<file path="src/design/dpd_pkg.sv">
// ============================================================================
// dpd_pkg: shared types and constants for the debug packet deframer
// Character codes, token and result encodings, and default parameters.
// ============================================================================
package dpd_pkg;

    // Protocol characters
    localparam logic [7:0] CHAR_START  = 8'h24;  // '$'
    localparam logic [7:0] CHAR_END    = 8'h23;  // '#'
    localparam logic [7:0] CHAR_ESCAPE = 8'h7D;  // '}'
    localparam logic [7:0] CHAR_RUN    = 8'h2A;  // '*'
    localparam logic [7:0] CHAR_ACK    = 8'h2B;  // '+'
    localparam logic [7:0] CHAR_NAK    = 8'h2D;  // '-'
    localparam logic [7:0] ESCAPE_XOR  = 8'h20;
    localparam logic [7:0] RUN_BIAS    = 8'd29;

    // Default parameters
    localparam int PACKET_CAPACITY_DEF = 1024;
    localparam int QUEUE_DEPTH_DEF     = 2;

    // Byte class decided by the front end
    typedef enum logic [2:0] {
        CLS_DATA,
        CLS_START,
        CLS_END,
        CLS_ESCAPE,
        CLS_RUN,
        CLS_ACK,
        CLS_NAK
    } cls_t;

    // Result kinds
    typedef enum logic [2:0] {
        KIND_PAYLOAD,
        KIND_ACCEPT,
        KIND_BAD_SUM,
        KIND_OVERFLOW,
        KIND_ACK,
        KIND_NAK
    } kind_t;

    // Reply characters
    typedef enum logic [1:0] {
        REPLY_NONE,
        REPLY_ACK,
        REPLY_NAK
    } reply_t;

    // Classified byte passed from front to back
    typedef struct packed {
        cls_t       cls;
        logic [7:0] data;
        logic       hex_ok;
        logic [3:0] hex_val;
        logic [7:0] run_count;   // count byte minus bias, zero if at or below
    } token_t;

endpackage

</file>
<file path="src/design/dpd_ram_queue.sv">
// ============================================================================
// dpd_ram_queue: short token queue between front and back
// Register-based FIFO; full and empty flags come straight from the count.
// ============================================================================
module dpd_ram_queue #(
    parameter int WIDTH = 8,
    parameter int DEPTH = 2
) (
    input  logic             clk,
    input  logic             rst_n,
    input  logic             wr_en,
    input  logic [WIDTH-1:0] wr_data,
    output logic             full,
    input  logic             rd_en,
    output logic [WIDTH-1:0] rd_data,
    output logic             empty
);

    localparam int PW = (DEPTH > 1) ? $clog2(DEPTH) : 1;
    localparam int CW = $clog2(DEPTH + 1);

    logic [WIDTH-1:0] mem_reg [DEPTH];
    logic [PW-1:0]    wr_ptr_reg, wr_ptr_next;
    logic [PW-1:0]    rd_ptr_reg, rd_ptr_next;
    logic [CW-1:0]    count_reg, count_next;

    assign full    = (count_reg == CW'(DEPTH));
    assign empty   = (count_reg == '0);
    assign rd_data = mem_reg[rd_ptr_reg];

    // Pointer and count update
    always_comb
    begin
        wr_ptr_next = wr_ptr_reg;
        rd_ptr_next = rd_ptr_reg;
        count_next  = count_reg;
        if (wr_en)
        begin
            wr_ptr_next = (wr_ptr_reg == PW'(DEPTH - 1)) ? '0 : wr_ptr_reg + 1'b1;
        end
        if (rd_en)
        begin
            rd_ptr_next = (rd_ptr_reg == PW'(DEPTH - 1)) ? '0 : rd_ptr_reg + 1'b1;
        end
        if (wr_en && !rd_en)
        begin
            count_next = count_reg + 1'b1;
        end
        else if (rd_en && !wr_en)
        begin
            count_next = count_reg - 1'b1;
        end
    end

    always_ff @(posedge clk or negedge rst_n)
    begin
        if (!rst_n)
        begin
            wr_ptr_reg <= '0;
            rd_ptr_reg <= '0;
            count_reg  <= '0;
        end
        else
        begin
            wr_ptr_reg <= wr_ptr_next;
            rd_ptr_reg <= rd_ptr_next;
            count_reg  <= count_next;
        end
    end

    // Storage, no reset
    always_ff @(posedge clk)
    begin
        if (wr_en)
        begin
            mem_reg[wr_ptr_reg] <= wr_data;
        end
    end

endmodule

</file>
<file path="src/design/dpd_front.sv">
// ============================================================================
// dpd_front: input acceptance and byte classification
// Tags each received byte with its class, hex value and run count.
// ============================================================================
module dpd_front (
    input  logic            rx_valid,
    output logic            rx_stall,
    input  logic [7:0]      rx_byte,
    input  logic            q_full,
    output logic            push,
    output dpd_pkg::token_t push_token
);

    import dpd_pkg::*;

    cls_t       cls;
    logic       hex_ok;
    logic [3:0] hex_val;

    // Handshake: take a transaction whenever the queue has room
    assign rx_stall = q_full;
    assign push     = rx_valid && !q_full;

    // Class decode
    always_comb
    begin
        unique case (rx_byte)
            CHAR_START:  cls = CLS_START;
            CHAR_END:    cls = CLS_END;
            CHAR_ESCAPE: cls = CLS_ESCAPE;
            CHAR_RUN:    cls = CLS_RUN;
            CHAR_ACK:    cls = CLS_ACK;
            CHAR_NAK:    cls = CLS_NAK;
            default:     cls = CLS_DATA;
        endcase
    end

    // Hex digit decode
    always_comb
    begin
        hex_ok  = 1'b0;
        hex_val = 4'd0;
        if (rx_byte >= "0" && rx_byte <= "9")
        begin
            hex_ok  = 1'b1;
            hex_val = 4'(rx_byte - "0");
        end
        else if (rx_byte >= "a" && rx_byte <= "f")
        begin
            hex_ok  = 1'b1;
            hex_val = 4'(rx_byte - "a" + 8'd10);
        end
        else if (rx_byte >= "A" && rx_byte <= "F")
        begin
            hex_ok  = 1'b1;
            hex_val = 4'(rx_byte - "A" + 8'd10);
        end
    end

    assign push_token.cls       = cls;
    assign push_token.data      = rx_byte;
    assign push_token.hex_ok    = hex_ok;
    assign push_token.hex_val   = hex_val;
    assign push_token.run_count = (rx_byte > RUN_BIAS) ? rx_byte - RUN_BIAS : 8'd0;

endmodule

</file>
<file path="src/design/dpd_back.sv">
// ============================================================================
// dpd_back: packet state machine and result register
// Consumes classified tokens, tracks checksum and length, emits results.
// ============================================================================
module dpd_back #(
    parameter int PACKET_CAPACITY = dpd_pkg::PACKET_CAPACITY_DEF
) (
    input  logic            clk,
    input  logic            rst_n,
    input  logic            cfg_we,
    input  logic            cfg_wdata,
    input  logic            q_empty,
    input  dpd_pkg::token_t q_token,
    output logic            pop,
    output logic            out_valid,
    input  logic            out_stall,
    output logic [2:0]      kind,
    output logic [7:0]      data_byte,
    output logic [7:0]      repeat_count,
    output logic [10:0]     packet_length,
    output logic [1:0]      reply
);

    import dpd_pkg::*;

    localparam int LW = $clog2(PACKET_CAPACITY + 1);
    localparam int CW = (LW > 8) ? LW : 8;

    typedef enum logic [2:0] {
        PH_IDLE,
        PH_BODY,
        PH_ESC,
        PH_RUN,
        PH_HI,
        PH_LO
    } phase_t;

    phase_t        phase_reg, phase_next;
    logic [7:0]    sum_reg, sum_next;
    logic [LW-1:0] len_reg, len_next;
    logic          ovf_reg, ovf_next;
    logic [7:0]    prev_reg, prev_next;
    logic [3:0]    hi_reg, hi_next;
    logic          dbad_reg, dbad_next;
    logic          no_ack_reg;

    logic          out_valid_reg, out_valid_next;
    kind_t         kind_reg, kind_next;
    logic [7:0]    data_reg, data_next;
    logic [7:0]    rep_reg, rep_next;
    logic [10:0]   plen_reg, plen_next;
    reply_t        reply_reg, reply_next;

    // Emit helper signals
    logic          emit_req;
    logic [7:0]    emit_byte;
    logic [7:0]    emit_n;
    logic [CW-1:0] room_w;
    logic [CW-1:0] take_w;
    logic          sum_bad;

    // Pop when a token waits and the result register is free or draining
    assign pop = !q_empty && (!out_valid_reg || !out_stall);

    assign room_w  = CW'(LW'(PACKET_CAPACITY) - len_reg);
    assign take_w  = (CW'(emit_n) > room_w) ? room_w : CW'(emit_n);
    assign sum_bad = dbad_reg || !q_token.hex_ok || ({hi_reg, q_token.hex_val} != sum_reg);

    // Packet state machine
    always_comb
    begin
        phase_next     = phase_reg;
        sum_next       = sum_reg;
        len_next       = len_reg;
        ovf_next       = ovf_reg;
        prev_next      = prev_reg;
        hi_next        = hi_reg;
        dbad_next      = dbad_reg;
        out_valid_next = out_valid_reg && out_stall;
        kind_next      = kind_reg;
        data_next      = data_reg;
        rep_next       = rep_reg;
        plen_next      = plen_reg;
        reply_next     = reply_reg;
        emit_req       = 1'b0;
        emit_byte      = q_token.data;
        emit_n         = 8'd1;

        if (pop)
        begin
            out_valid_next = 1'b0;
            if (q_token.cls == CLS_START)
            begin
                phase_next = PH_BODY;
                sum_next   = '0;
                len_next   = '0;
                ovf_next   = 1'b0;
                prev_next  = '0;
                hi_next    = '0;
                dbad_next  = 1'b0;
            end
            else
            begin
                unique case (phase_reg)
                    PH_BODY:
                    begin
                        if (q_token.cls == CLS_END)
                        begin
                            phase_next = PH_HI;
                        end
                        else
                        begin
                            sum_next = sum_reg + q_token.data;
                            if (q_token.cls == CLS_ESCAPE)
                            begin
                                phase_next = PH_ESC;
                            end
                            else if (q_token.cls == CLS_RUN)
                            begin
                                phase_next = PH_RUN;
                            end
                            else
                            begin
                                prev_next = q_token.data;
                                emit_req  = 1'b1;
                            end
                        end
                    end
                    PH_ESC:
                    begin
                        if (q_token.cls == CLS_END)
                        begin
                            phase_next = PH_HI;
                        end
                        else
                        begin
                            sum_next   = sum_reg + q_token.data;
                            phase_next = PH_BODY;
                            prev_next  = q_token.data ^ ESCAPE_XOR;
                            emit_byte  = q_token.data ^ ESCAPE_XOR;
                            emit_req   = 1'b1;
                        end
                    end
                    PH_RUN:
                    begin
                        if (q_token.cls == CLS_END)
                        begin
                            phase_next = PH_HI;
                        end
                        else
                        begin
                            sum_next   = sum_reg + q_token.data;
                            phase_next = PH_BODY;
                            emit_byte  = prev_reg;
                            emit_n     = q_token.run_count;
                            emit_req   = (q_token.run_count != 8'd0);
                        end
                    end
                    PH_HI:
                    begin
                        dbad_next  = !q_token.hex_ok;
                        hi_next    = q_token.hex_ok ? q_token.hex_val : 4'd0;
                        phase_next = PH_LO;
                    end
                    PH_LO:
                    begin
                        phase_next     = PH_IDLE;
                        out_valid_next = 1'b1;
                        data_next      = '0;
                        rep_next       = '0;
                        plen_next      = 11'(len_reg);
                        if (no_ack_reg)
                        begin
                            kind_next  = ovf_reg ? KIND_OVERFLOW : KIND_ACCEPT;
                            reply_next = REPLY_NONE;
                        end
                        else if (sum_bad)
                        begin
                            kind_next  = KIND_BAD_SUM;
                            reply_next = REPLY_NAK;
                        end
                        else
                        begin
                            kind_next  = ovf_reg ? KIND_OVERFLOW : KIND_ACCEPT;
                            reply_next = REPLY_ACK;
                        end
                    end
                    default:
                    begin
                        phase_next = PH_IDLE;
                        data_next  = '0;
                        rep_next   = '0;
                        plen_next  = '0;
                        reply_next = REPLY_NONE;
                        if (q_token.cls == CLS_ACK)
                        begin
                            out_valid_next = 1'b1;
                            kind_next      = KIND_ACK;
                        end
                        else if (q_token.cls == CLS_NAK)
                        begin
                            out_valid_next = 1'b1;
                            kind_next      = KIND_NAK;
                        end
                    end
                endcase
            end

            // Payload emit, cut to the room left
            if (emit_req)
            begin
                if (CW'(emit_n) > room_w)
                begin
                    ovf_next = 1'b1;
                end
                if (take_w != '0)
                begin
                    len_next       = len_reg + LW'(take_w);
                    out_valid_next = 1'b1;
                    kind_next      = KIND_PAYLOAD;
                    data_next      = emit_byte;
                    rep_next       = 8'(take_w);
                    plen_next      = '0;
                    reply_next     = REPLY_NONE;
                end
            end
        end
    end

    // State and result registers
    always_ff @(posedge clk or negedge rst_n)
    begin
        if (!rst_n)
        begin
            phase_reg     <= PH_IDLE;
            sum_reg       <= '0;
            len_reg       <= '0;
            ovf_reg       <= 1'b0;
            prev_reg      <= '0;
            hi_reg        <= '0;
            dbad_reg      <= 1'b0;
            no_ack_reg    <= 1'b0;
            out_valid_reg <= 1'b0;
            kind_reg      <= KIND_PAYLOAD;
            data_reg      <= '0;
            rep_reg       <= '0;
            plen_reg      <= '0;
            reply_reg     <= REPLY_NONE;
        end
        else
        begin
            phase_reg     <= phase_next;
            sum_reg       <= sum_next;
            len_reg       <= len_next;
            ovf_reg       <= ovf_next;
            prev_reg      <= prev_next;
            hi_reg        <= hi_next;
            dbad_reg      <= dbad_next;
            out_valid_reg <= out_valid_next;
            kind_reg      <= kind_next;
            data_reg      <= data_next;
            rep_reg       <= rep_next;
            plen_reg      <= plen_next;
            reply_reg     <= reply_next;
            if (cfg_we)
            begin
                no_ack_reg <= cfg_wdata;
            end
        end
    end

    assign out_valid     = out_valid_reg;
    assign kind          = kind_reg;
    assign data_byte     = data_reg;
    assign repeat_count  = rep_reg;
    assign packet_length = plen_reg;
    assign reply         = reply_reg;

    // Checks
    a_len_cap: assert property (@(posedge clk) disable iff (!rst_n)
        len_reg <= LW'(PACKET_CAPACITY))
        else $error("decoded length beyond capacity");

    a_payload_rep: assert property (@(posedge clk) disable iff (!rst_n)
        (out_valid_reg && kind_reg == KIND_PAYLOAD) |-> (rep_reg != 8'd0))
        else $error("payload result with zero repeat count");

    a_reply_kind: assert property (@(posedge clk) disable iff (!rst_n)
        (out_valid_reg && (kind_reg == KIND_PAYLOAD || kind_reg == KIND_ACK ||
                           kind_reg == KIND_NAK)) |-> (reply_reg == REPLY_NONE))
        else $error("reply on a non-verdict result");

    a_restart: assert property (@(posedge clk) disable iff (!rst_n)
        (pop && q_token.cls == CLS_START) |=>
            (phase_reg == PH_BODY && len_reg == '0 && sum_reg == '0 && !ovf_reg))
        else $error("start character did not open a fresh packet");

endmodule

</file>
<file path="src/design/debug_packet_deframer_top.sv">
// ============================================================================
// debug_packet_deframer_top: receive-side deframer for the debug serial link
// Decodes packets, escapes and runs; reports payload, verdicts, ack and nak.
// ============================================================================
//
//  Channel   Handshake              Payload
//  -------   ---------------------  -----------------------------------------
//  in        in_valid / in_stall    rx_byte
//  out       out_valid / out_stall  kind, data_byte, repeat_count,
//                                   packet_length, reply
//  cfg       cfg_we                 cfg_wdata (no_ack_mode)
//
//  One byte per cycle sustained while out_stall is low; a result is
//  registered: the queue is written at the accepting edge, and the back end
//  moves the byte into the result register when it pops it from the queue.
//  The token queue holds QUEUE_DEPTH bytes; in_stall rises only when it fills.
//  Reset is asynchronous, active low; it closes any packet and clears no-ack.
//  out_stall holds a valid result in its register; the back end then stops popping.
//
module debug_packet_deframer_top #(
    parameter int PACKET_CAPACITY = dpd_pkg::PACKET_CAPACITY_DEF,
    parameter int QUEUE_DEPTH     = dpd_pkg::QUEUE_DEPTH_DEF
) (
    input  logic        clk,
    input  logic        rst_n,
    input  logic        cfg_we,
    input  logic        cfg_wdata,
    input  logic        in_valid,
    output logic        in_stall,
    input  logic [7:0]  rx_byte,
    output logic        out_valid,
    input  logic        out_stall,
    output logic [2:0]  kind,
    output logic [7:0]  data_byte,
    output logic [7:0]  repeat_count,
    output logic [10:0] packet_length,
    output logic [1:0]  reply
);

    import dpd_pkg::*;

    logic   q_full;
    logic   q_empty;
    logic   push;
    logic   pop;
    token_t push_token;
    token_t pop_token;

    // Front end: accept and classify
    dpd_front u_front (
        .rx_valid   (in_valid),
        .rx_stall   (in_stall),
        .rx_byte    (rx_byte),
        .q_full     (q_full),
        .push       (push),
        .push_token (push_token)
    );

    // Token queue
    dpd_ram_queue #(
        .WIDTH ($bits(token_t)),
        .DEPTH (QUEUE_DEPTH)
    ) u_queue (
        .clk     (clk),
        .rst_n   (rst_n),
        .wr_en   (push),
        .wr_data (push_token),
        .full    (q_full),
        .rd_en   (pop),
        .rd_data (pop_token),
        .empty   (q_empty)
    );

    // Back end: packet state and results
    dpd_back #(
        .PACKET_CAPACITY (PACKET_CAPACITY)
    ) u_back (
        .clk           (clk),
        .rst_n         (rst_n),
        .cfg_we        (cfg_we),
        .cfg_wdata     (cfg_wdata),
        .q_empty       (q_empty),
        .q_token       (pop_token),
        .pop           (pop),
        .out_valid     (out_valid),
        .out_stall     (out_stall),
        .kind          (kind),
        .data_byte     (data_byte),
        .repeat_count  (repeat_count),
        .packet_length (packet_length),
        .reply         (reply)
    );

endmodule

</file>
<file path="config.mk">
export PLATFORM = sky130hd
export DESIGN_NAME = debug_packet_deframer_top
export DESIGN_NICKNAME = d
export VERILOG_FILES = /design/src/design/dpd_pkg.sv /design/src/design/dpd_ram_queue.sv /design/src/design/dpd_front.sv /design/src/design/dpd_back.sv /design/src/design/debug_packet_deframer_top.sv
export SDC_FILE = /design/constraint.sdc
export NUM_CORES = 1
export LEC_CHECK = 0
export BUFFER_PORTS_ARGS = -buffer_cell sky130_fd_sc_hd__buf_2
export CAP_MARGIN = 20
export CORE_MARGIN = 2
export CORE_UTILIZATION = 55
export CTS_BUF_LIST = sky130_fd_sc_hd__clkbuf_2 sky130_fd_sc_hd__clkbuf_4 sky130_fd_sc_hd__clkbuf_8
export CTS_CLUSTER_SIZE = 40
export DETAILED_ROUTE_END_ITERATION = 7
export PLACE_DENSITY_LB_ADDON = 0.08
export SETUP_SLACK_MARGIN = 0.15
export SKIP_LAST_GASP = 1
export SLEW_MARGIN = 0
export SYNTH_ARGS = -nofsm -noshare
export SYNTH_HDL_FRONTEND = slang
export SYNTH_SLANG_ARGS = --single-unit
</file>
<file path="constraint.sdc">
create_clock -name clk -period 10.35 [get_ports clk]
set_clock_uncertainty 0.1 [all_clocks]
set_input_delay 2.07 -clock clk [delete_from_list [all_inputs] [get_ports clk]]
set_output_delay 2.07 -clock clk [all_outputs]
set_load 0.005 [all_outputs]
</file>
==> results of run 1 <==
## placed cells by master, fill, tap and decap left out, drive strengths merged, types with 7 or more instances in the layout
| cell type | n |
|---|---|
| nor2 | 57 |
| dfrtp | 74 |
| nor3 | 18 |
| o211ai | 8 |
| ha | 38 |
| nand2 | 42 |
| buf | 54 |
| nor2b | 11 |
| nand3 | 21 |
| clkbuf | 18 |
| edfxtp | 48 |
| xor2 | 15 |
| o21ai | 48 |
| mux2i | 23 |
| a22o | 23 |
| mux2 | 20 |
| inv | 33 |
| a21oi | 27 |
| and3 | 13 |
| xnor2 | 22 |
| a21o | 16 |
| o31ai | 7 |
| nand4 | 7 |
| clkinv | 7 |
| nand2b | 8 |
## stage by stage
| stage | util (%) | hold WS, ps | area, µm² |
|---|---|---|---|
| floorplan | - | 341 | 7030 |
| global placement | 58.7 | 364 | 7380 |
| detailed placement | 58.7 | 385 | 7380 |
| CTS | 62.0 | 407 | 7790 |
| global route | 62.2 | 418 | 7820 |
| finish | 62.2 | 398 | 7820 |
## worst max-delay path, cell delays in order
cell and delay (ps):
buf_2 110, a21oi_2 440, clkinv_1 640, nor3_1 420, ha_1 290, a211o_1 260
o211ai_1 90, a31oi_1 160, o21ai_4 220, mux2_2 400, ha_1 220, fa_1 410
a21oi_1 200, o21ai_0 160, a2111oi_0 440, nor3_1 130, o211ai_2 120, nor2_1 70
a211o_1 270
## area by class of cell
type                    instances  area (µm²)
clock buffers                  18         241
multi-input cells             491        3480
well taps                     172         215
flip-flops and latches        122        3290
clock inverters                14         171
fillers                      1070        4750
inverters                      32         120
repair buffers                 54         298
## power by group through the flow
| stage | clock network [µW] | logic [µW] | registers [µW] |
|---|---|---|---|
| 3_5_place_dp | 0 | 1170 | 783 |
| 5_1_grt | 476 | 1320 | 791 |
| 6_report | 450 | 1180 | 774 |
| 3_3_place_gp | 0 | 1140 | 777 |
| 4_1_cts | 455 | 1180 | 774 |
| 2_1_floorplan | 0 | 928 | 733 |
## synthesized netlist by cell type, types with 4 or more instances
library cell,instances
a22o_1,23
edfxtp_1,48
o21ai_0,46
a21o_1,16
and2_1,5
nand4_1,7
nand2b_1,8
mux2_2,20
o21a_1,4
xnor2_1,22
a21oi_1,26
a211oi_1,4
ha_1,38
o31ai_1,7
clkbuf_1,23
nand2_1,42
nor3_1,18
mux2i_1,23
nand3_1,21
o211ai_1,6
nor2_1,56
nor4_1,5
nor2b_1,11
and3_1,13
xor2_1,15
inv_1,31
dfrtp_1,74
buf_2,5
## routing by layer
layer / vias up / global-route usage (%) / share of wire (%)
met3: 22 / 4.38 / 3.9
li1: 2557 / - / -
met1: 2571 / 36.2 / 49
met4: 0 / 9.02 / 2.0
met5: - / 0 / 0
met2: 122 / 38.1 / 45
## how the worst min path moves through the flow
stage | start | to | slack, ps | depth (start not counted)
floorplan | u_back.dbad_reg | u_back.dbad_reg | 340 | 2
global placement | u_back.dbad_reg | u_back.dbad_reg | 360 | 2
detailed placement | u_back.reply[1] | u_back.reply[1] | 380 | 1
CTS | u_back.reply[1] | u_back.reply[1] | 410 | 1
global route | u_back.packet_length[2] | u_back.packet_length[2] | 420 | 1
finish | u_back.data_byte[6] | u_back.data_byte[6] | 400 | 2
## cells by family after synthesis
logic type	synth area share, %
simple gates	15.0
fa+ha+maj	7.33
compound gates	16.0
mux	6.48
xor+xnor	4.61
buf+inv	3.72
flops	46.8
==> summary by stage, run 1 <==
Synth
The dominant synthesized flop cell is dfrtp_1. The post-synth design cell area is 7030 µm². Counting every net in the synthesized netlist gives 731. After synthesis, the cell types taking the most area are dfrtp_1, edfxtp_1, ha_1. The count of mapped cells out of synthesis is 677. The number of enable-type register cells in the synthesized netlist is between 40 and 50. Yosys printed 0 warnings.

The async set-or-reset flop fraction in the synthesized netlist is between 60% and 70%. The average instance area after synthesis is about 10 µm². After synthesis the netlist holds a flip-flop and latch count of ~120.

The share of the synthesized area in the top cell type is 26.3%. The netlist uses 65 different library cells. The sequential area share after synthesis is a little under half.

Of all cell types, the one taking the most synthesized area is dfrtp_1.

Power
In this run the static leakage power is roughly 0.0036 µW. The peak supply drop is ~0.19 mV. The total internal power is ~1400 µW. The power dissipated by switching net loads is between 1000 and 1500 µW. The ratio of total power to cell area is a little over 300 nW/µm². Of the total power, the clock network draws about a fifth. In this run switching power makes up approximately 44% of total power. The design draws between 2000 and 2500 µW. Sequential cells burn 32.2% of the power.

Combinational logic burns approximately half of the power.

Final layout
The fraction of final layout cells with drive strength greater than 1 is between 10% and 20%. The flip-flop count of the largest register, all copies and words added is 48. The non-filler instance count after layout is 903. The diode insertion count for antenna repair is 0. The layout net count is about 770. From synthesis to final layout, the design area changed by 11.2%.

Clock network
CTS built an H-tree with a depth of 4. The tree is rooted in a clkbuf_8. The post-CTS resize count is 0. The count of hold buffers inserted by post-cts repair is 0.

The total setup buffers inserted after CTS is 0. At the later pin of the worst-skew pair, clock insertion delay measures between 400 and 500 ps. In this run the deepest clock path goes through 2 buffers.

The number of clock buffers added by TritonCTS is 17. The clock transition at the register clock pins on the worst setup and hold paths after CTS is 80 ps. The TritonCTS clock tree is done. The total clock sinks is 122.

Critical path
The worst register-to-register path begins at u_queue.count_reg[0]. The number of cells on the worst reg-to-reg path is 19. The largest driver fanout on the critical path is 19. The terminus of the critical flop-to-flop path is u_back.len_reg[10].

The worst setup path is launched from an input port. The startpoint of the worst setup timing path is out_stall. The capturing element of the worst setup path is u_back.len_reg[10].

The critical path required time is ~11000 ps. The type of destination of the critical path is a register. The flop-to-flop setup slack is 4710 ps. STA puts the critical path data arrival time at 7130 ps.

The worst setup path is of the input port to register kind.

Detailed routing
The total via count after detailed routing is about 5300. The per-cell routed wire length is 18.0 µm. The number of detailed-routing iterations run before antenna repair is 4. The detailed router finished its first iteration with between 400 and 500 violations. The wire length reported by the detailed router is around 16000 µm. The post-detailed-route DRC marker count is 0. The via count normalized by instance count is just under 6. The detail route stage leaves a number of antenna-violating nets equal to 0.

Global routing
The first global-routing pass estimated between 20000 and 30000 µm of wire. The total global-route track usage is roughly a quarter. The via count of the first global-routing pass came to ~5000.

The number of antenna violations at the first check in global routing is 1. The overall overflow remaining after global route is 0. Entering global routing, the biggest net connects 75 pins.

Die
The floorplan has roughly 40 rows. For this configuration, the core starts out at a cell density of about 56%. The floorplan step defined a core boundary enclosing ~13000 µm². The y dimension of the die is 117 µm. Pin placement for this block handled 48 I/O pins. The floorplan step defined a die boundary enclosing around 14000 µm².

In this run the horizontal extent of the chip is 117 µm.

Placement
OpenSTA, run right after detailed placement, puts the worst setup slack at between 3000 and 4000 ps. The cell count after placement is between 800 and 900. The post-detailed-placement half-perimeter wirelength is roughly 12000 µm. The last weighted congestion value of the routability-driven placer is between 0.8 and 0.9.

Buffers placed on the I/O ports in this run total 47.

STA
After layout, the worst path uses roughly two thirds of the clock period. The fmax is about 140 MHz. Measured against its own limit, the worst slew margin works out to a little over a quarter. The total count of hold-check failures in the final report is 0.

The total count of max-transition violations in the final report is 0. The slew at the pin closest to its max-slew limit is around 1100 ps. Subtracting the final worst setup slack from the clock period gives ~7000 ps. The worst path meets setup with between 3000 and 4000 ps of slack. The total negative slack is 0 ps. Setup repair after global routing left no endpoint under its margin. The setup-violating endpoint count in the final report is 0.

Min path
The tightest min-delay check is of the register to register type.

Status
The run finished with clean final reports.

Job
Max-cap violations in this run came to 0.
(Power assumes the default switching activity.)
==> run 2, diff against run 1 <==
--- a/config.mk
+++ b/config.mk
@@ -5,6 +5,7 @@
 export SDC_FILE = /design/constraint.sdc
 export NUM_CORES = 1
 export LEC_CHECK = 0
+export ABC_AREA = 1
 export BUFFER_PORTS_ARGS = -buffer_cell sky130_fd_sc_hd__buf_2
 export CAP_MARGIN = 20
 export CORE_MARGIN = 2
==> constraint.sdc (replaced) <==
create_clock -name clk -period 5.56 [get_ports clk]
set_clock_uncertainty 0.1 [all_clocks]
set_input_delay 1.112 -clock clk [delete_from_list [all_inputs] [get_ports clk]]
set_output_delay 1.112 -clock clk [all_outputs]
set_load 0.005 [all_outputs]
==> run 2 against run 1 <==
Utilization down 0.084 points. Worst hold slack worse by 41 ps. Global-route usage up 2.8 points. Critical path depth up 15. Highest routed layer unchanged. Power up 110%. Critical path type is now register to register.
==> summary by stage, run 2 <==
Status
The run finished with clean final reports.

Die
The core region is between 10000 and 15000 µm². After floorplanning, the core was divided into 43 placement rows. The initial utilization of the core area, before any placement, comes to a little under three fifths. The floorplan step defined a die boundary enclosing 15200 µm².

From left edge to right edge, the die measures 123 µm. The y dimension of the die is between 100 and 150 µm. During I/O placement, the number of pins put on the boundary was 48.

Detailed routing
In the routed design, unresolved DRC markers number 0. Summing over every cut layer, the via total after detailed routing is ~7000. The via count normalized by instance count is 5.43. Once detail routing completed, the nets flagged for antenna violations numbered 0. The initial detailed-routing violation count is 703. The per-cell routed wire length is 15.7 µm. The first detailed-routing pass took 5 iterations.

The wire length reported by the detailed router is around 20000 µm.

Synth
The sequential area share after synthesis is a little over two fifths. The number of unique standard cell types used by synthesis is 52. The average instance area after synthesis is 7.59 µm². The async set-or-reset flop fraction in the synthesized netlist is about three fifths. After synthesis, the cell types taking the most area are dfrtp_1, edfxtp_1, nand2_1. The dominant synthesized flop cell is dfrtp_1. Yosys mapped a number of flops with a built-in enable equal to 48.

The cell taking the most area after synthesis is dfrtp_1. Sorting the synthesized cells by how often they occur yields nand2_1, inv_1, nand3_1. The flip-flop and latch count after synthesis is about 120. The number of nets handed over by synthesis was 1084. In the post-synthesis netlist, the cell with the most instances is nand2_1.

The share of the synthesized area in the top cell type is approximately a quarter. The count of mapped cells out of synthesis is approximately 1000. For this run, the number of Yosys warnings is 0. The cell area that synthesis handed to floorplanning was approximately 7800 µm².

Global routing
For this run, the total global-route usage over all layers was measured as between 20 and 30%. The number of antenna violations at the first check in global routing is 0. The overall overflow remaining after global route is 0. Entering global routing, the biggest net connects 75 pins. The wire length of the first global-routing pass is 32000 µm. The via count of the first global-routing pass came to a little over 6000.

Critical path
For the worst flop-to-flop path, the logic depth is 34. Of all nets on the critical path, the largest fanout is 17. STA puts the critical path data arrival time at 5070 ps. The type of destination of the critical path is a register.

The terminus of the critical flop-to-flop path is u_back.len_reg[7]. The critical path is of the register to register type. The worst register-to-register path begins at u_queue.rd_ptr_reg. The worst setup path is launched from a register. The stage delay of the slowest cell on the critical path is 530 ps.

For the worst setup path, the data required time is ~5900 ps. The startpoint of the worst setup timing path is u_queue.rd_ptr_reg. The most repeated library cell on the critical path is nand2_1.

The capturing element of the worst setup path is u_back.len_reg[7]. The setup check on the worst reg-to-reg path leaves a slack of 780 ps. The slowest cell on the critical path is dfrtp_2.

Final layout
The flip-flop count of the largest register, all copies and words added is 48. The fraction of final layout cells with drive strength greater than 1 is a little under an eighth. From synthesis to final layout, the design area changed by 10.2%.

The repair_antennas step left the layout with diodes totalling 0. Leaving out fill and tap cells, the most frequent cells in the layout are nand2_1, inv_1, nand3_1. Cells fill between 60% and 70% of the core in the end.

The post-route cell area is 8620 µm². After the last flow step, the layout net total stands at 1130. Leaving out fill and tap cells, the most frequent cell in the layout is nand2_1. For this run, the number of standard cells in the final layout without fillers is roughly 1300.

Clock network
The source-to-sink clock delay at the later pin of the worst-skew pair is between 400 and 500 ps. Once the clock tree was built, the setup fixing pass inserted 0 buffers. The number of buffers created by CTS is 17. The CTS H-tree depth is 4.

The clock root buffer master is clkbuf_8. The post-CTS resize count is 0. The clock transition at the register clock pins on the worst setup and hold paths after CTS is 70 ps. The clock drives 122 sinks. Hold repair after CTS inserted 0 buffers. The number of buffers on the longest clock path is 2. The TritonCTS clock tree is done.

Power
The ratio of total power to cell area is roughly 580 nW/µm². The total internal power is 2530 µW. The analysis attributes to net switching a power of between 2000 and 2500 µW. The share of total power in combinational logic is a little over half. For this design the static power due to leakage is 0.00439 µW.

The proportion of power drawn by the clock network is between 15 and 20%. The peak supply drop is around 0.36 mV. The fraction of power spent switching nets is about 49%. Sequential cells burn between 30% and 40% of the power.

STA
Across all hold checks on the routed design, the worst slack comes to roughly 360 ps. The fmax is ~210 MHz. The total count of max-transition violations in the final report is 0. The worst max-slew margin expressed relative to the limit is a little under a third. Setup total negative slack on the finished layout was measured at 0 ps.

The setup-violating endpoint count in the final report is 0. The slew at the pin closest to its max-slew limit is 1040 ps. The total count of hold-check failures in the final report is 0.

The final period utilization is a little under nine tenths. Subtracting the final worst setup slack from the clock period gives approximately 4800 ps. Setup repair after global routing left no endpoint under its margin.

Placement
The placed instances occupy a cell area of between 8000 and 9000 µm². The wire-length estimate of the detail-placed layout is between 10000 and 15000 µm. The last weighted congestion value of the routability-driven placer is just under 1. During placement, the flow inserted port buffers numbering 47. The cell count after placement is ~1200.

Job
The max-capacitance violation count is 0.

Min path
In this run the worst hold path is classified as input port to asynchronous set/reset pin.
[run 2: cell count changes after synthesis, sizes merged, moves of 22 or more]
cell	change
inv	+118
nand3	+68
nand2	+241
mux2i	-22
a22o	-22
nor2	+36
o21ai	+40
[run 2: power by group through the flow]
stage               clock, µW  sequential (µW)  combinational (µW)
floorplan                   0             1430                2050
global placement            0             1500                2670
detailed placement          0             1510                2700
CTS                       776             1490                2710
global route              817             1530                3110
finish                    766             1500                2730
[run 2: worst min path at each step]
stage,endpoint,startpoint,cells after the start
2_1_floorplan,u_back.dbad_reg,u_back.dbad_reg,2
5_1_grt,u_back.dbad_reg,rst_n,1
3_3_place_gp,u_back.dbad_reg,u_back.dbad_reg,2
4_1_cts,u_back.dbad_reg,u_back.dbad_reg,2
6_report,u_back.dbad_reg,rst_n,1
3_5_place_dp,u_back.hi_reg[2],u_back.hi_reg[2],2
[run 2: final cells by class]
cell class,instances,area [µm²]
clock buffer,19,249
multi-input combinational,727,3820
inverter,151,571
clock inverter,13,128
sequential,122,3290
timing repair buffer,57,333
fill,1280,5260
tap,180,225
[run 2: critical path: cells and delay by family, from the launching register on]
family	cells	cell delay (ps)
fa+ha+maj	2	620
compound gates	3	410
xor+xnor	1	160
buf+inv	7	580
simple gates	21	2280
flops	1	530
[run 2: cells by family (layout without fill, tap and decap cells)]
family          after synthesis  in the layout  synth area share [%]
xor+xnor                     21             21                  2.35
mux                           1              1                 0.128
flops                       122            122                  42.1
simple gates                498            498                  27.8
fa+ha+maj                    40             40                  6.59
buf+inv                     181            240                  9.14
compound gates              167            167                  11.8
[run 2: metal layers]
metal / track usage (%) / up-vias / routed length (µm)
li1: - / 3474 / -
met1: 42.7 / 3184 / 9980
met2: 39.1 / 212 / 8430
met3: 6.00 / 17 / 1250
met4: 8.10 / 0 / 226
met5: 0 / - / 0
[run 2: stage by stage]
| step | setup WS (ps) | total power, µW |
|---|---|---|
| 2_1_floorplan | 884 | 3480 |
| 3_3_place_gp | 701 | 4170 |
| 3_5_place_dp | 652 | 4200 |
| 4_1_cts | 703 | 4970 |
| 5_1_grt | 189 | 5450 |
| 6_report | 779 | 5000 |
==> run 3, diff against run 2 <==
--- a/config.mk
+++ b/config.mk
@@ -6,11 +6,12 @@
 export NUM_CORES = 1
 export LEC_CHECK = 0
 export ABC_AREA = 1
+export ABC_CLOCK_PERIOD_IN_PS = 5560
 export BUFFER_PORTS_ARGS = -buffer_cell sky130_fd_sc_hd__buf_2
 export CAP_MARGIN = 20
 export CORE_MARGIN = 2
 export CORE_UTILIZATION = 55
-export CTS_BUF_LIST = sky130_fd_sc_hd__clkbuf_2 sky130_fd_sc_hd__clkbuf_4 sky130_fd_sc_hd__clkbuf_8
+export CTS_BUF_LIST = sky130_fd_sc_hd__clkbuf_8
 export CTS_CLUSTER_SIZE = 40
 export DETAILED_ROUTE_END_ITERATION = 7
 export PLACE_DENSITY_LB_ADDON = 0.08
==> run 3 against run 2 <==
Clock power down 2%. Design area about the same. Combinational power about the same. Count of clock-buffer cells in the layout fell by 2. Power decreased by 0.30%. Sequential cell count did not move. Cell count did not move. Die area is the same. Sequential share of layout area barely moved.
==> summary by stage, run 3 (same netlist as run 2, synthesis figures left out) <==
Critical path
The flop-to-flop setup slack is roughly 790 ps. The largest driver fanout on the critical path is 17. On the critical path, the stage with the largest delay is an instance of dfrtp_2. The kind of critical path is register to register. STA classifies the critical path startpoint as a register. The most numerous cell type found on the critical path is nand2_1.

For the worst setup path, the data arrival time is between 5000 and 6000 ps. The type of destination of the critical path is a register. The critical path required time is about 5900 ps. In this design, the stage delay of the slowest critical-path cell is between 500 and 600 ps.

Placement
Summed over all nets, the half-perimeter wirelength after detailed placement is 14400 µm. The congestion estimate from routability-driven global placement came to about 0.97. The cell count after placement is ~1200.

The count of buffers added on input and output ports is 47.

Power
The ratio of total power to cell area is 578 nW/µm². Across the VDD grid, the largest voltage drop is around 0.36 mV. The standby leakage power is 0.00439 µW.

Total power for the finished layout comes to around 5000 µW.

Final layout
In the final layout, the share of cells above drive strength 1 is a little under an eighth. Leaving out fill and tap cells, the most frequent cells in the layout are nand2_1, inv_1, nand3_1. The repair_antennas step left the layout with diodes totalling 0. Summing all flip-flop and latch instances after layout gives 3290 µm².

At the end of the flow, the number of nets in the layout was roughly 1100. The area growth from synthesis to layout is 10.1%. The flip-flop count of the largest register, all copies and words added is 48.

The commonest non-fill, non-tap cell in the layout is nand2_1. Once layout is complete, the cells apart from fillers number between 1000 and 1500. Fill cells in the final layout number between 1000 and 1500. The fraction of the core area covered by cells at the end of the flow is between 60% and 70%. The area of the multi-input gates is about 3800 µm².

Clock network
TritonCTS built the clock tree. The CTS H-tree depth is 4. TritonCTS created 17 clock buffers. The number of buffers on the longest clock path is 2. The count of hold buffers inserted by post-cts repair is 0. The source-to-sink clock delay at the later pin of the worst-skew pair is 460 ps. Gates resized during post-CTS repair numbered 0.

The tree is rooted in a clkbuf_8. After clock tree synthesis, the clock-pin slew on the worst setup and hold paths is about 70 ps. CTS saw between 100 and 150 sinks. The number of setup buffers added after CTS is 0.

STA
The total negative slack is 0 ps. The total count of hold-check failures in the final report is 0. The slew at the pin closest to its max-slew limit is 1040 ps.

Setup violations remaining at the end of the flow were counted as 0. Setup repair after global routing left no endpoint under its margin. The final period utilization is about 86%. The worst max-slew margin expressed relative to the limit is ~30%. Hold timing on the final database bottoms out at a slack of 359 ps. The clock period minus worst slack is 4770 ps. The total count of max-transition violations in the final report came to 0.

For this run, the top clock speed supported by timing is around 210 MHz.

Die
In this run the standard cell core region covers around 14000 µm². Once the floorplan was initialized, standard cells occupied 56.3% of the core. The floorplan has 43 rows. The y dimension of the die is 123 µm. The die area is ~15000 µm². The I/O pin total is 48. The overall die width is 123 µm.

Global routing
The via count of the first global-routing pass is roughly 6000. Global routing finished with a remaining overflow of 0. Entering global routing, the biggest net connects 75 pins. The first global-routing pass estimated 32000 µm of wire. The number of antenna violations at the first check in global routing is 0.

For this run, the total global-route usage over all layers was measured as 27.8%.

Detailed routing
The post-detailed-route DRC marker count is 0. The routed design has ~20000 µm of wire. The total via count after detailed routing is a little under 7000. Dividing the detail-routed via count by the number of cells gives 5.47. The number of detailed-routing iterations run before antenna repair is 7. Dividing the detail-routed wire length by the instance count gives roughly 16 µm. The number of routed nets with antenna violations is 0.

In this run, the number of DRC markers left after iteration 0 of detailed routing was ~730.

Job
The max-capacitance violation count is 0.

Min path
The tightest min-delay check is of the input port to asynchronous set/reset pin type.

Status
The run finished with clean final reports.
[run 3: worst max-delay path: cells and delay by family, from the launching register on]
kind	cells	cell delay (ps)
AND/OR/NAND/NOR	22	2030
adder cells (fa/ha/maj)	3	860
buffers and inverters	7	530
flip-flops	1	520
AO/OA/AOI/OAI	4	480
XOR/XNOR	1	140
[run 3: worst paths after layout]
path | startpoint | to | depth (start not counted)
setup / recovery | u_queue.rd_ptr_reg | u_back.len_reg[8] | 37
hold / removal | rst_n | u_back.dbad_reg | 1
setup reg to reg | u_queue.rd_ptr_reg | u_back.len_reg[8] | 37
hold reg to reg | u_back.dbad_reg | u_back.dbad_reg | 2
max in group asynchronous | rst_n | u_back.data_byte[1] | 2
min in group clk | u_back.dbad_reg | u_back.dbad_reg | 2
[run 3: routing by layer]
| layer | wire [µm] | vias up | global-route usage (%) |
|---|---|---|---|
| met1 | 9850 | 3198 | 42.7 |
| met4 | 223 | 0 | 8.10 |
| met2 | 8490 | 253 | 39.1 |
| met3 | 1340 | 17 | 6.00 |
| li1 | - | 3469 | - |
| met5 | 0 | - | 0 |
[run 3: metrics by stage]
stage | setup WS [ps] | cell area [µm²]
after floorplan | 884 | 7820
after global placement | 701 | 8220
after detailed placement | 652 | 8220
after CTS | 703 | 8580
after global routing | 189 | 8610
final | 789 | 8610
[run 3: area by class of cell]
class                   instances  share of cell area, %
repair buffers                 57                   3.86
flip-flops and latches        122                   38.2
multi-input cells             727                   44.4
clock inverters                15                   1.57
inverters                     151                   6.62
clock buffers                  17                   2.72
well taps                     180                   2.61
[run 3: report_power, final]
| part | internal, µW | leakage (µW) | switching (µW) |
|---|---|---|---|
| clock | 389 | 0.000189 | 365 |
| sequential | 1260 | 0.00140 | 239 |
| combinational | 878 | 0.00280 | 1850 |
| total | 2520 | 0.00439 | 2460 |
